$ cat src/hw/rtl/hsc_pkg.sv
// ============================================================================
// hsc_pkg: shared types and constants for the 32-bit SECDED codec
// Parity masks, the bit-flip lookup and the pipeline stage bundles.
// ============================================================================
package hsc_pkg;

    localparam int unsigned DATA_W = 26;
    localparam int unsigned WORD_W = 32;
    localparam int unsigned CHK_W  = 6;
    localparam int unsigned SYN_W  = 5;

    // item commands
    typedef enum logic {
        CMD_ENCODE = 1'b0,
        CMD_DECODE = 1'b1
    } cmd_t;

    // result status codes
    typedef enum logic [1:0] {
        ST_CLEAN     = 2'd0,
        ST_CORRECTED = 2'd1,
        ST_DOUBLE    = 2'd2
    } status_t;

    // data masks for parity bits 5..1 (index 0 lands in bit 5)
    localparam logic [DATA_W-1:0] ENC_MASK [SYN_W] = '{
        26'h03fff80, 26'h1c7f878, 26'h2d9e666, 26'h36ad555, 26'h3b4b4cb
    };

    // codeword masks for check bits 5..0 (index 0 lands in bit 5)
    localparam logic [WORD_W-1:0] CHK_MASK [CHK_W] = '{
        32'hed2d32c2, 32'hdab55544, 32'hb6799988,
        32'h71fe1e10, 32'h0fffe020, 32'hffffffff
    };

    // syndrome to one-hot bit position
    localparam logic [WORD_W-1:0] FLIP_LUT [32] = '{
        32'h00000001,
        32'h00000020, 32'h00000010, 32'h00020000, 32'h00000008,
        32'h00008000, 32'h00000800, 32'h00400000, 32'h00000004,
        32'h00004000, 32'h00000400, 32'h00800000, 32'h00000100,
        32'h02000000, 32'h10000000, 32'h00100000, 32'h00000002,
        32'h00002000, 32'h00000200, 32'h01000000, 32'h00000080,
        32'h04000000, 32'h20000000, 32'h00080000, 32'h00000040,
        32'h08000000, 32'h40000000, 32'h00040000, 32'h80000000,
        32'h00010000, 32'h00001000, 32'h00200000
    };

    // stage 1: word with parity bits 5..1 filled, plus check bits for decode
    typedef struct packed {
        logic              valid;
        cmd_t              cmd;
        logic [WORD_W-1:0] word;
        logic [CHK_W-1:0]  chk;
    } s1_t;

    // stage 2: word and the mask to xor into it
    typedef struct packed {
        logic              valid;
        logic [WORD_W-1:0] word;
        logic [WORD_W-1:0] mask;
        status_t           status;
    } s2_t;

endpackage

$ cat src/hw/rtl/hsc_check.sv
// ============================================================================
// hsc_check: first pipeline stage
// Encode: forms the five masked parity bits. Decode: forms the 6-bit check.
// ============================================================================
module hsc_check (
    input  logic                      clk,
    input  logic                      rst_n,
    input  logic                      accept,
    input  logic                      cmd,
    input  logic [hsc_pkg::DATA_W-1:0] raw_data,
    input  logic [hsc_pkg::WORD_W-1:0] codeword_in,
    output hsc_pkg::s1_t              s1
);
    import hsc_pkg::*;

    s1_t s1_reg;
    s1_t s1_next;

    // parity trees, one per mask
    always_comb
    begin
        s1_next       = '0;
        s1_next.valid = accept;
        s1_next.cmd   = cmd_t'(cmd);
        if (cmd_t'(cmd) == CMD_ENCODE)
        begin
            s1_next.word = {raw_data, 6'b0};
            for (int i = 0; i < SYN_W; i++)
            begin
                s1_next.word[SYN_W-i] = ^(raw_data & ENC_MASK[i]);
            end
        end
        else
        begin
            s1_next.word = codeword_in;
            for (int i = 0; i < CHK_W; i++)
            begin
                s1_next.chk[CHK_W-1-i] = ^(codeword_in & CHK_MASK[i]);
            end
        end
    end

    // stage register
    always_ff @(posedge clk or negedge rst_n)
    begin
        if (!rst_n)
        begin
            s1_reg <= '0;
        end
        else
        begin
            s1_reg <= s1_next;
        end
    end

    assign s1 = s1_reg;

endmodule

$ cat src/hw/rtl/hsc_locate.sv
// ============================================================================
// hsc_locate: second pipeline stage
// Picks the bit to flip (overall parity for encode, table bit for decode)
// and classifies the error.
// ============================================================================
module hsc_locate (
    input  logic         clk,
    input  logic         rst_n,
    input  hsc_pkg::s1_t s1,
    output hsc_pkg::s2_t s2
);
    import hsc_pkg::*;

    s2_t s2_reg;
    s2_t s2_next;

    // flip mask and status
    always_comb
    begin
        s2_next        = '0;
        s2_next.valid  = s1.valid;
        s2_next.word   = s1.word;
        s2_next.status = ST_CLEAN;
        priority if (s1.cmd == CMD_ENCODE)
        begin
            // overall parity of bits 31..1 goes into bit 0
            s2_next.mask[0] = ^s1.word[WORD_W-1:1];
        end
        else if (s1.chk[0])
        begin
            s2_next.mask   = FLIP_LUT[s1.chk[CHK_W-1:1]];
            s2_next.status = ST_CORRECTED;
        end
        else if (s1.chk[CHK_W-1:1] != '0)
        begin
            s2_next.status = ST_DOUBLE;
        end
        else
        begin
            // clean word
            s2_next.status = ST_CLEAN;
        end
    end

    // stage register
    always_ff @(posedge clk or negedge rst_n)
    begin
        if (!rst_n)
        begin
            s2_reg <= '0;
        end
        else
        begin
            s2_reg <= s2_next;
        end
    end

    assign s2 = s2_reg;

endmodule

$ cat src/hw/rtl/hamming_secded_32_26_codec.sv
// ============================================================================
// hamming_secded_32_26_codec: 32-bit SECDED encoder / checker-corrector
// Throughput one item per cycle; start to done runs through the three register stages below.
// Three register stages (parity trees, flip lookup, xor and output); busy stays low.
// Reset (rst_n, async, active low) clears all valid bits; no item in flight.
// ============================================================================
module hamming_secded_32_26_codec (
    input  logic                       clk,
    input  logic                       rst_n,
    input  logic                       start,
    output logic                       busy,
    input  logic                       cmd,
    input  logic [hsc_pkg::DATA_W-1:0] raw_data,
    input  logic [hsc_pkg::WORD_W-1:0] codeword_in,
    output logic                       done,
    output logic [hsc_pkg::WORD_W-1:0] codeword_out,
    output logic [hsc_pkg::DATA_W-1:0] data_out,
    output logic [1:0]                 status
);
    import hsc_pkg::*;

    s1_t               s1;
    s2_t               s2;
    logic              accept;
    logic              done_reg;
    logic [WORD_W-1:0] word_reg;
    logic [WORD_W-1:0] word_next;
    status_t           status_reg;

    // pipeline never stalls
    assign busy   = 1'b0;
    assign accept = start && !busy;

    hsc_check u_check (
        .clk         (clk),
        .rst_n       (rst_n),
        .accept      (accept),
        .cmd         (cmd),
        .raw_data    (raw_data),
        .codeword_in (codeword_in),
        .s1          (s1)
    );

    hsc_locate u_locate (
        .clk   (clk),
        .rst_n (rst_n),
        .s1    (s1),
        .s2    (s2)
    );

    // final stage: apply the flip
    assign word_next = s2.word ^ s2.mask;

    always_ff @(posedge clk or negedge rst_n)
    begin
        if (!rst_n)
        begin
            done_reg <= 1'b0;
        end
        else
        begin
            done_reg <= s2.valid;
        end
    end

    always_ff @(posedge clk)
    begin
        word_reg   <= word_next;
        status_reg <= s2.status;
    end

    assign done         = done_reg;
    assign codeword_out = word_reg;
    assign data_out     = word_reg[WORD_W-1:WORD_W-DATA_W];
    assign status       = status_reg;

`ifndef SYNTH
    // every accepted item comes out as done after the three register stages
    a_latency: assert property (@(posedge clk) disable iff (!rst_n)
        accept |-> ##3 done)
        else $error("item lost in pipeline");

    // no result without an item accepted into the pipeline ahead of it
    a_no_phantom: assert property (@(posedge clk) disable iff (!rst_n)
        !accept |-> ##3 !done)
        else $error("result without item");

    // every delivered word has even overall parity
    a_even_parity: assert property (@(posedge clk) disable iff (!rst_n)
        done |-> (^codeword_out) == 1'b0)
        else $error("output word has odd parity");

    // at most one bit is flipped
    a_single_flip: assert property (@(posedge clk) disable iff (!rst_n)
        s2.valid |-> $onehot0(s2.mask))
        else $error("flip mask not one-hot");
`endif

endmodule
$ cat config.mk
export PLATFORM = sky130hd
export DESIGN_NAME = hamming_secded_32_26_codec
export DESIGN_NICKNAME = d
export VERILOG_FILES = /design/src/hw/rtl/hsc_pkg.sv /design/src/hw/rtl/hsc_check.sv /design/src/hw/rtl/hsc_locate.sv /design/src/hw/rtl/hamming_secded_32_26_codec.sv
export SDC_FILE = /design/constraint.sdc
export NUM_CORES = 1
export LEC_CHECK = 0
export BUFFER_PORTS_ARGS = -buffer_cell sky130_fd_sc_hd__buf_2
export CORE_ASPECT_RATIO = 1.25
export CORE_MARGIN = 3
export CORE_UTILIZATION = 49
export DETAILED_ROUTE_END_ITERATION = 8
export PLACE_DENSITY_LB_ADDON = 0.15
export SYNTH_ARGS = -nofsm -noshare
export SYNTH_HDL_FRONTEND = slang
export SYNTH_SLANG_ARGS = --single-unit
$ cat constraint.sdc
create_clock -name clk -period 1.7 [get_ports clk]
set_input_delay 0.255 -clock clk [delete_from_list [all_inputs] [get_ports clk]]
set_output_delay 0.255 -clock clk [all_outputs]
set_load 0.01 [all_outputs]
# Yosys cells after proc, flatten, opt, wreduce, memory -nomap -nowiden

Memories as Yosys holds them, arrays and structs flattened.
Cells that the tools add are included.

Bits in registers: 142
Memory bits (read-only): 1,024
Bits of input ports: 62
Output and inout port bits: 62
Word-level logic and storage cells: 38
Memories: 1

Memory list:

| memory          | depth | bits a word | read ports | clocked after memory_dff | write ports | RTL line         | source |
|---|---|---|---|---|---|---|---|
| (no name shown) | 32    | 32          | 1          | 0                        | 0           | hsc_locate.sv:31 | `s2_next.mask = FLIP_LUT[s1.chk[CHK_W-1:1]];` |

Order comparisons: 1
Multiplexer cells: 10
Bitwise operators: 2
Reductions and logical operators: 13

Operators with widths:

| operator                                                 | count |
|---|---|
| XOR reduction 32 bit                                     | 6 |
| XOR reduction 26 bit                                     | 5 |
| 2-to-1 mux 32 bit                                        | 4 |
| bitwise XOR 32 bit                                       | 1 |
| 2-to-1 mux 31 bit                                        | 1 |
| XOR reduction 31 bit                                     | 1 |
| greater-or-equal comparator 6 bit, second input constant | 1 |
| 2-to-1 mux 2 bit                                         | 3 |
| 2-to-1 mux 6 bit                                         | 1 |
| NOT 5 -> 6 bit                                           | 1 |
| nonzero test 5 bit                                       | 1 |
| 2-to-1 mux 1 bit                                         | 1 |

# Logic depth before layout (Yosys ltp)

Gate-level depths: netlist of run 1.

Depth after elaboration: 6
Gate-level depth with buffers: 6
Mapped depth without buffers: 5

# Cells and area by module

From an unflattened synthesis of run 1, not the netlist that was laid out.

Cell total of the unflattened synthesis: 432
Area total of the unflattened synthesis: 5,840.6 um2

Modules (own cells, without submodules):

| module                     | times used | cells an instance | area each (um2) |
|---|---|---|---|
| hsc_check                  | 1          | 186               | 2,427.3 |
| hsc_locate                 | 1          | 151               | 2,220.9 |
| hamming_secded_32_26_codec | 1          | 95                | 1,192.4 |

# Least setup slack after synthesis of run 1

Ideal clock, no wire load.

Path kind: input -> register
Start: input codeword_in[18] (netlist name)
End: register u_check.s1_reg, in the netlist u_check.s1[2]
Library setup time: 119 ps
Data arrival time: 1,583 ps
Required time: 1,581 ps
Setup slack: -2 ps
Cell stages on the path: 5
Buffers on the path: 0
Cell sequence: xnor3_1 -> xnor3_2 -> xnor3_1 -> xnor2_1 -> and2_1

RTL lines:

| what                 | RTL line                         | source |
|---|---|---|
| from (decl)          | hamming_secded_32_26_codec.sv:14 | `input logic [hsc_pkg::WORD_W-1:0] codeword_in,` |
| to (signal assigned) | hsc_check.sv:52                  | `s1_reg <= s1_next;` |
| to (decl)            | hsc_check.sv:16                  | `s1_t s1_reg;` |

==> metrics, run 1 <==
Leakage=around 3.5 nW; sequential fraction of design power=0.404; setup tns final=0 ps; most common cell after layout, fill and taps aside=buf_2; Routed WL per cell=around 16 µm; Netlist cell types=25; FMAX=about 0.60 GHz; post-synthesis sequential area ratio=0.576; crit end category=flip-flop; Post-synth EDFFs=0; Synth Cell Area=5870 µm²; die area=around 13,000 µm²; DRC viols=0; antenna violations before repair=0; first-pass GRT wire length=around 19,000 µm; diode count=0; htree depth=4; Antenna Violating Nets Remaining=0; Final GP Congestion=approximately 0.84; largest family of logic cells by synthesized area=XOR/XNOR gates; CORE AREA=11,700 µm²; Clock Power Share=0.349; Comb pwr share=0.247; startpoint type of the worst setup path=flip-flop; worst skew pair latency=approximately 400 ps; Vias/cell=4.46; layout cells sized above 1=0.383; crit-path most repeated cell=xnor3_1; status=completed; Initial Utilization=0.503; critical path required time=2010 ps; Yosys warning count=0; wire length on met2=6340 µm; xor/xnor share of the synthesized area=0.275; Synth Area in Compound Gates=0.00490; VDD IR-drop max=a little under 0.7 mV; area of the multi-input gates=2260 µm²; number of I/O pins=around 120; CTS sink cnt=~140; top_reg_cell synth=dfrtp_1; pwr/cell area=about 1400 nW/µm²; Worst Path Max Fanout=2; minimum clock period=1670 ps; Layout area overhead=25.8%; grt total ovfl=0; vias=between 3,000 and 4,000; max FFs per register=67; setup slack after layout=roughly 26 ps; worst min-delay path category=input port to flip-flop; Post-Syn Area per Cell=13.7 µm²; most frequent cells in the layout=121 x buf_2, 108 x dfrtp_1, 86 x xnor2_1; largest net degree at the start of global routing=44; Setup Crit Path Kind=flip-flop to flip-flop; Final setup viols=0; Worst path max stage delay=~450 ps; GR Util All Layers=0.189; Synth Area in Adders=0; Final period util=0.985; Metal-1 WL=around 4600 µm; Die Y=128 µm; initial drt markers=120; register area=around 3400 µm²; Psw=0.00266 W; Die X=104 µm; vias in the first global route=between 3,000 and 4,000; max-cap violation count=0; Post-Synth Simple-Gate Area=0.0503; CTS tree=done; Hold WS=110 ps; Final Routed Wirelength=~12,000 µm; Pre-antenna DRT Iters=4; Final Max Tran Viols=0; Final Hold Fails=0; Async SR Flop Fraction=0.761; estimated wirelength of the detail-placed design=approximately 9600 µm; Setup Skew=6.42 ps; RSZ-0062 raised after global routing=yes; cell count after synthesis=430; worst path cell trace=xnor2_1, xnor3_1, xnor3_1, xnor3_1, o32ai_2; internal power=0.00750 W; CTS max path bufs=2; Rows=44; uppermost layer routed=met4; CTS Buf Count=17; CP Data Arrival Time=~2000 ps; Yosys reg bits=approximately 140; Switching Fraction=0.261; Final Util=0.633; Worst-path clk slew=~60 ps; multiplexer area fraction after synthesis=0.0518; CTS root buf=clkbuf_16; Worst path slowest cell=xnor3_1; # fillers=between 900 and 1,000; met3 wire length=573 µm; pre-CTS setup slack=-229 ps; # nets final=roughly 640; syn nets=about 490; Port Buffers=~120
==> worst max-delay path: cells and delay by family, from the launching register on <==
family	cells	cell delay, ps
xor+xnor	4	1090
flops	1	390
compound gates	1	100
==> metrics by stage <==
stage               instances  power [W]  instance area (µm²)
CTS                       749     0.0103                 7390
detailed placement        715    0.00668                 6770
global placement          715    0.00661                 6770
floorplan                 430    0.00587                 5870
finish                    749     0.0102                 7390
global route              749     0.0106                 7390
==> layout make-up <==
class / instances / area share
multi-input cells: 251 / 0.305
well taps: 161 / 0.0273
clock buffers: 23 / 0.0647
clock inverters: 9 / 0.0149
inverters: 1 / 0.000508
repair buffers: 162 / 0.129
flip-flops and latches: 142 / 0.458
==> worst paths after layout <==
kind | startpoint | cells past startpoint | slack, ps | end
setup / recovery | u_check.s1[30] | 5 | 30 | u_locate.s2[2]
hold / removal | codeword_in[4] | 3 | 110 | u_check.s1[10]
setup reg to reg | u_check.s1[30] | 5 | 30 | u_locate.s2[2]
hold reg to reg | u_locate.s2[0] | 0 | 340 | status[0]
max in group asynchronous | rst_n | 3 | 790 | u_locate.s2[51]
min in group asynchronous | rst_n | 2 | 350 | u_locate.s2[23]
==> what timing repair did <==
item                       CTS  global route
hold endpoints to repair    32             0
setup endpoints to repair    1             1
resized for setup            1             0
hold buffers                 2             0
setup buffers                0             0
pin swaps                    2             3
==> cells by family after synthesis <==
kind of cell    Yosys count
flops                   142
buf+inv                  37
other cells               1
xor+xnor                154
compound gates            5
mux                      27
simple gates             64
==> per-layer routing <==
layer,vias to the layer above,track usage
li1,1619,-
met1,1594,0.212
met2,113,0.340
met3,15,0.0502
met4,0,0.0822
met5,-,0
==> Yosys cell counts, types with 2 or more instances <==
| library cell | number | area [µm²] |
|---|---|---|
| o21ai_0 | 4 | 20.0 |
| mux2_2 | 27 | 304 |
| nand3_1 | 2 | 10.0 |
| xnor2_2 | 2 | 32.5 |
| nand2_1 | 10 | 37.5 |
| buf_4 | 27 | 203 |
| xnor2_1 | 86 | 753 |
| xor2_1 | 48 | 420 |
| nor3_1 | 5 | 25.0 |
| nand2b_1 | 2 | 12.5 |
| and2_1 | 7 | 43.8 |
| clkbuf_1 | 9 | 33.8 |
| nor2_1 | 30 | 113 |
| dfxtp_1 | 34 | 681 |
| or2_2 | 4 | 25.0 |
| xnor3_1 | 16 | 360 |
| dfrtp_1 | 108 | 2700 |
| nand3b_1 | 2 | 15.0 |
==> power groups by stage <==
stage                     registers (W)  clock network, W  logic (W)
final                           0.00410           0.00355    0.00251
after global routing            0.00415           0.00378    0.00271
after CTS                       0.00410           0.00363    0.00256
after detailed placement        0.00416                 0    0.00252
after global placement          0.00414                 0    0.00247
after floorplan                 0.00410                 0    0.00177
Note: power is estimated with default switching activity, not from simulation.
==> run 2: changes to the inputs <==
--- a/config.mk
+++ b/config.mk
@@ -10,7 +10,8 @@
 export CORE_MARGIN = 3
 export CORE_UTILIZATION = 49
 export DETAILED_ROUTE_END_ITERATION = 8
-export PLACE_DENSITY_LB_ADDON = 0.15
+export PLACE_DENSITY = 0.74
 export SYNTH_ARGS = -nofsm -noshare
 export SYNTH_HDL_FRONTEND = slang
+export SYNTH_HIERARCHICAL = 1
 export SYNTH_SLANG_ARGS = --single-unit
==> run 2 against run 1 <==
Sequential cell count is the same. Maximum frequency shrank 0.52%. Sequential share of layout area grew 0.39 points. Routed wire length grew 1.2%. Largest power group unchanged. Highest routed layer unchanged.
==> metrics, run 2 <==
GR Util All Layers=0.190 (+0.00145); startpoint type of the worst setup path=flip-flop; Routed WL per cell=16.3 µm (+3.0%); Die Y=128 µm (-0.26%); Setup Skew=8.43 ps (+2.01 ps); most common library cells after synthesis=108 x dfrtp_1, 90 x xnor2_1, 43 x xor2_1; Synth Cell Area=5840 µm² (-0.55%); Synth Area in Compound Gates=0.00578 (+0.000884); Leakage=3.52 nW (-0.73%); CTS sink cnt=142 (unchanged); pwr/cell area=1430 nW/µm² (+4.4%); antenna violations before repair=0 (unchanged); estimated wirelength of the detail-placed design=9580 µm (-0.68%); layout cells sized above 1=0.368 (-0.0148); Yosys warning count=6 (+6); htree depth=4 (unchanged); CTS root buf=clkbuf_16; top cells by area, synth=dfrtp_1 46%, xnor2_1 13%, dfxtp_1 12%; critical path required time=2010 ps (about the same); VDD IR-drop max=0.745 mV (+9.7%); Initial Utilization=0.514 (+0.0113); Layout area overhead=25.4%; FMAX=0.594 GHz (-0.52%); Power, Total=0.0105 W (+3.5%); worst path cell trace=xnor3_1, xnor3_1, xnor3_1, xnor3_1, o32ai_2; Yosys reg bits=142 (unchanged); crit end category=flip-flop; max-cap violation count=0 (unchanged); vias=3,345 (+0.12%); Pre-antenna DRT Iters=4 (unchanged); syn nets=494 (+0.41%); multiplexer area fraction after synthesis=0.0518 (+0.0000741); # fillers=871 (-9.1%); # nets final=628 (-1.4%); Placed Area=6640 µm² (-2.0%); Post-Synth Simple-Gate Area=0.0478 (-0.00250); Async SR Flop Fraction=0.761 (unchanged); Synth Area in Adders=0 (unchanged); share of the synthesized area in the top cell type=0.463 (+0.00256); grt total ovfl=0 (unchanged); cell count after synthesis=432 (+0.47%); Netlist cell types=29 (+16%); CTS Buf Count=17 (unchanged); worst min-delay path category=input port to flip-flop; minimum clock period=1680 ps (+8.77 ps); Final Max Tran Viols=0 (unchanged); CTS max path bufs=2 (unchanged); most frequent cells in the layout=121 x buf_2, 108 x dfrtp_1, 90 x xnor2_1; Setup Crit Path Kind=flip-flop to flip-flop; top_reg_cell synth=dfrtp_1; diode count=0 (unchanged); CP Data Arrival Time=2000 ps (+20 ps); largest net degree at the start of global routing=42 (-4.5%); Final Hold Fails=0 (unchanged); xor/xnor share of the synthesized area=0.274 (-0.00125); largest family of logic cells by synthesized area=XOR/XNOR gates; CTS tree=done; status=completed; Final GP Congestion=0.928 (+11%); Rows=43 (-2.3%); worst skew pair latency=410 ps (about the same); setup tns final=0 ps (unchanged); Post-Syn Area per Cell=13.5 µm² (-1.0%); post-synthesis sequential area ratio=0.579 (+0.00321); Vias/cell=4.54 (+1.9%); max FFs per register=67 (unchanged); Port Buffers=122 (unchanged); Worst-path clk slew=60 ps (about the same); crit-path most repeated cell=xnor3_1; Final Routed Wirelength=12,000 µm (+1.2%); number of I/O pins=124 (unchanged); CORE AREA=11,400 µm² (-2.7%); vias in the first global route=3,578 (-0.11%); RSZ-0062 raised after global routing=yes; most common cell after layout, fill and taps aside=buf_2; area leader, netlist=dfrtp_1; DRC viols=0 (unchanged); Final period util=0.990 (+0.00516); Die X=104 µm (-0.26%); Antenna Violating Nets Remaining=0 (unchanged); die area=13,300 µm² (-0.52%); first-pass GRT wire length=18,700 µm (+0.34%); Final setup viols=0 (unchanged); Worst Path Max Fanout=2 (unchanged); Worst path slowest cell=xnor3_1; Worst path max stage delay=390 ps (-60 ps); initial drt markers=108 (-10%); most frequent cell after synthesis=dfrtp_1; design area=7330 µm² (-0.85%); Post-synth EDFFs=0 (unchanged)
-- run 2: changes by cell type after synthesis, moves of 4 or more --
cell      before  now
and2_1         7    2
clkbuf_1       9    4
xor2_1        48   43
or2_2          4    0
nor3_1         5    0
nor2_1        30   38
o21ai_1        0    4
nand2_1       10   15
xnor2_1       86   90
-- run 2: worst max-delay path: cells and delay by family (launching register included) --
family / cells / cell delay, ps
xor gates and xnor gates: 4 / 1110
DFF: 1 / 380
AOI/OAI and AO/OA: 1 / 100
-- run 2: cell families after synthesis --
logic type / count (synthesis)
AOI/OAI and AO/OA: 6
xor gates and xnor gates: 154
buffers and inverters: 36
DFF: 142
muxes: 27
other: 1
and+or+nand+nor: 66
-- run 2: metal layers --
metal	part of all wire	wire (µm)	vias up	track usage
met5	0	0	-	0
met4	0.020	242	0	0.0712
met3	0.057	682	15	0.0494
met2	0.53	6400	128	0.339
met1	0.39	4660	1596	0.223
li1	-	-	1606	-
-- run 2: cell type report --
class                      count  area [µm²]  area share
timing repair buffer         149         858       0.117
clock buffer                  18         439      0.0599
sequential                   142        3380       0.462
inverter                       2        7.51     0.00102
clock inverter                14         214      0.0292
tap                          157         196      0.0268
multi-input combinational    254        2230       0.304
-- run 2: path summary, 6_finish.rpt --
check                               startpoint              to  slack (ps)  cells after the start
worst max-delay path            u_check/s1[24]  u_locate/s2[2]          20                      5
worst min-delay path            codeword_in[0]   u_check/s1[6]          90                      2
worst max register to register  u_check/s1[24]  u_locate/s2[2]          20                      5
worst min register to register  u_locate/s2[0]       status[0]         340                      0
max in group asynchronous                rst_n  u_check/s1[27]         850                      3
min in group asynchronous                rst_n   u_check/s1[8]         310                      2
-- run 2: what timing repair did --
| item | 4_1_cts | 5_1_grt |
|---|---|---|
| setup buffers | 0 | 1 |
| setup endpoints to repair | 1 | 1 |
| pin swaps | 3 | 2 |
| endpoints found under the hold margin | 27 | 0 |
| hold buffers | 2 | 0 |
| resized for setup | 1 | 0 |
-- run 2: per-stage QoR --
stage                     setup WS [ps]  hold slack (ps)  instances  utilization
final                              17.6             87.6        736        0.645
after global routing              -10.8             86.3        736        0.645
after CTS                          9.71             69.5        735        0.645
after detailed placement           -193              204        701        0.585
after global placement             -131              200        701        0.585
after floorplan                    8.12            -40.6        432            -
-- run 2: power breakdown --
group          switching, W  internal, W
clock               0.00134      0.00264
sequential         0.000250      0.00379
combinational       0.00118      0.00130
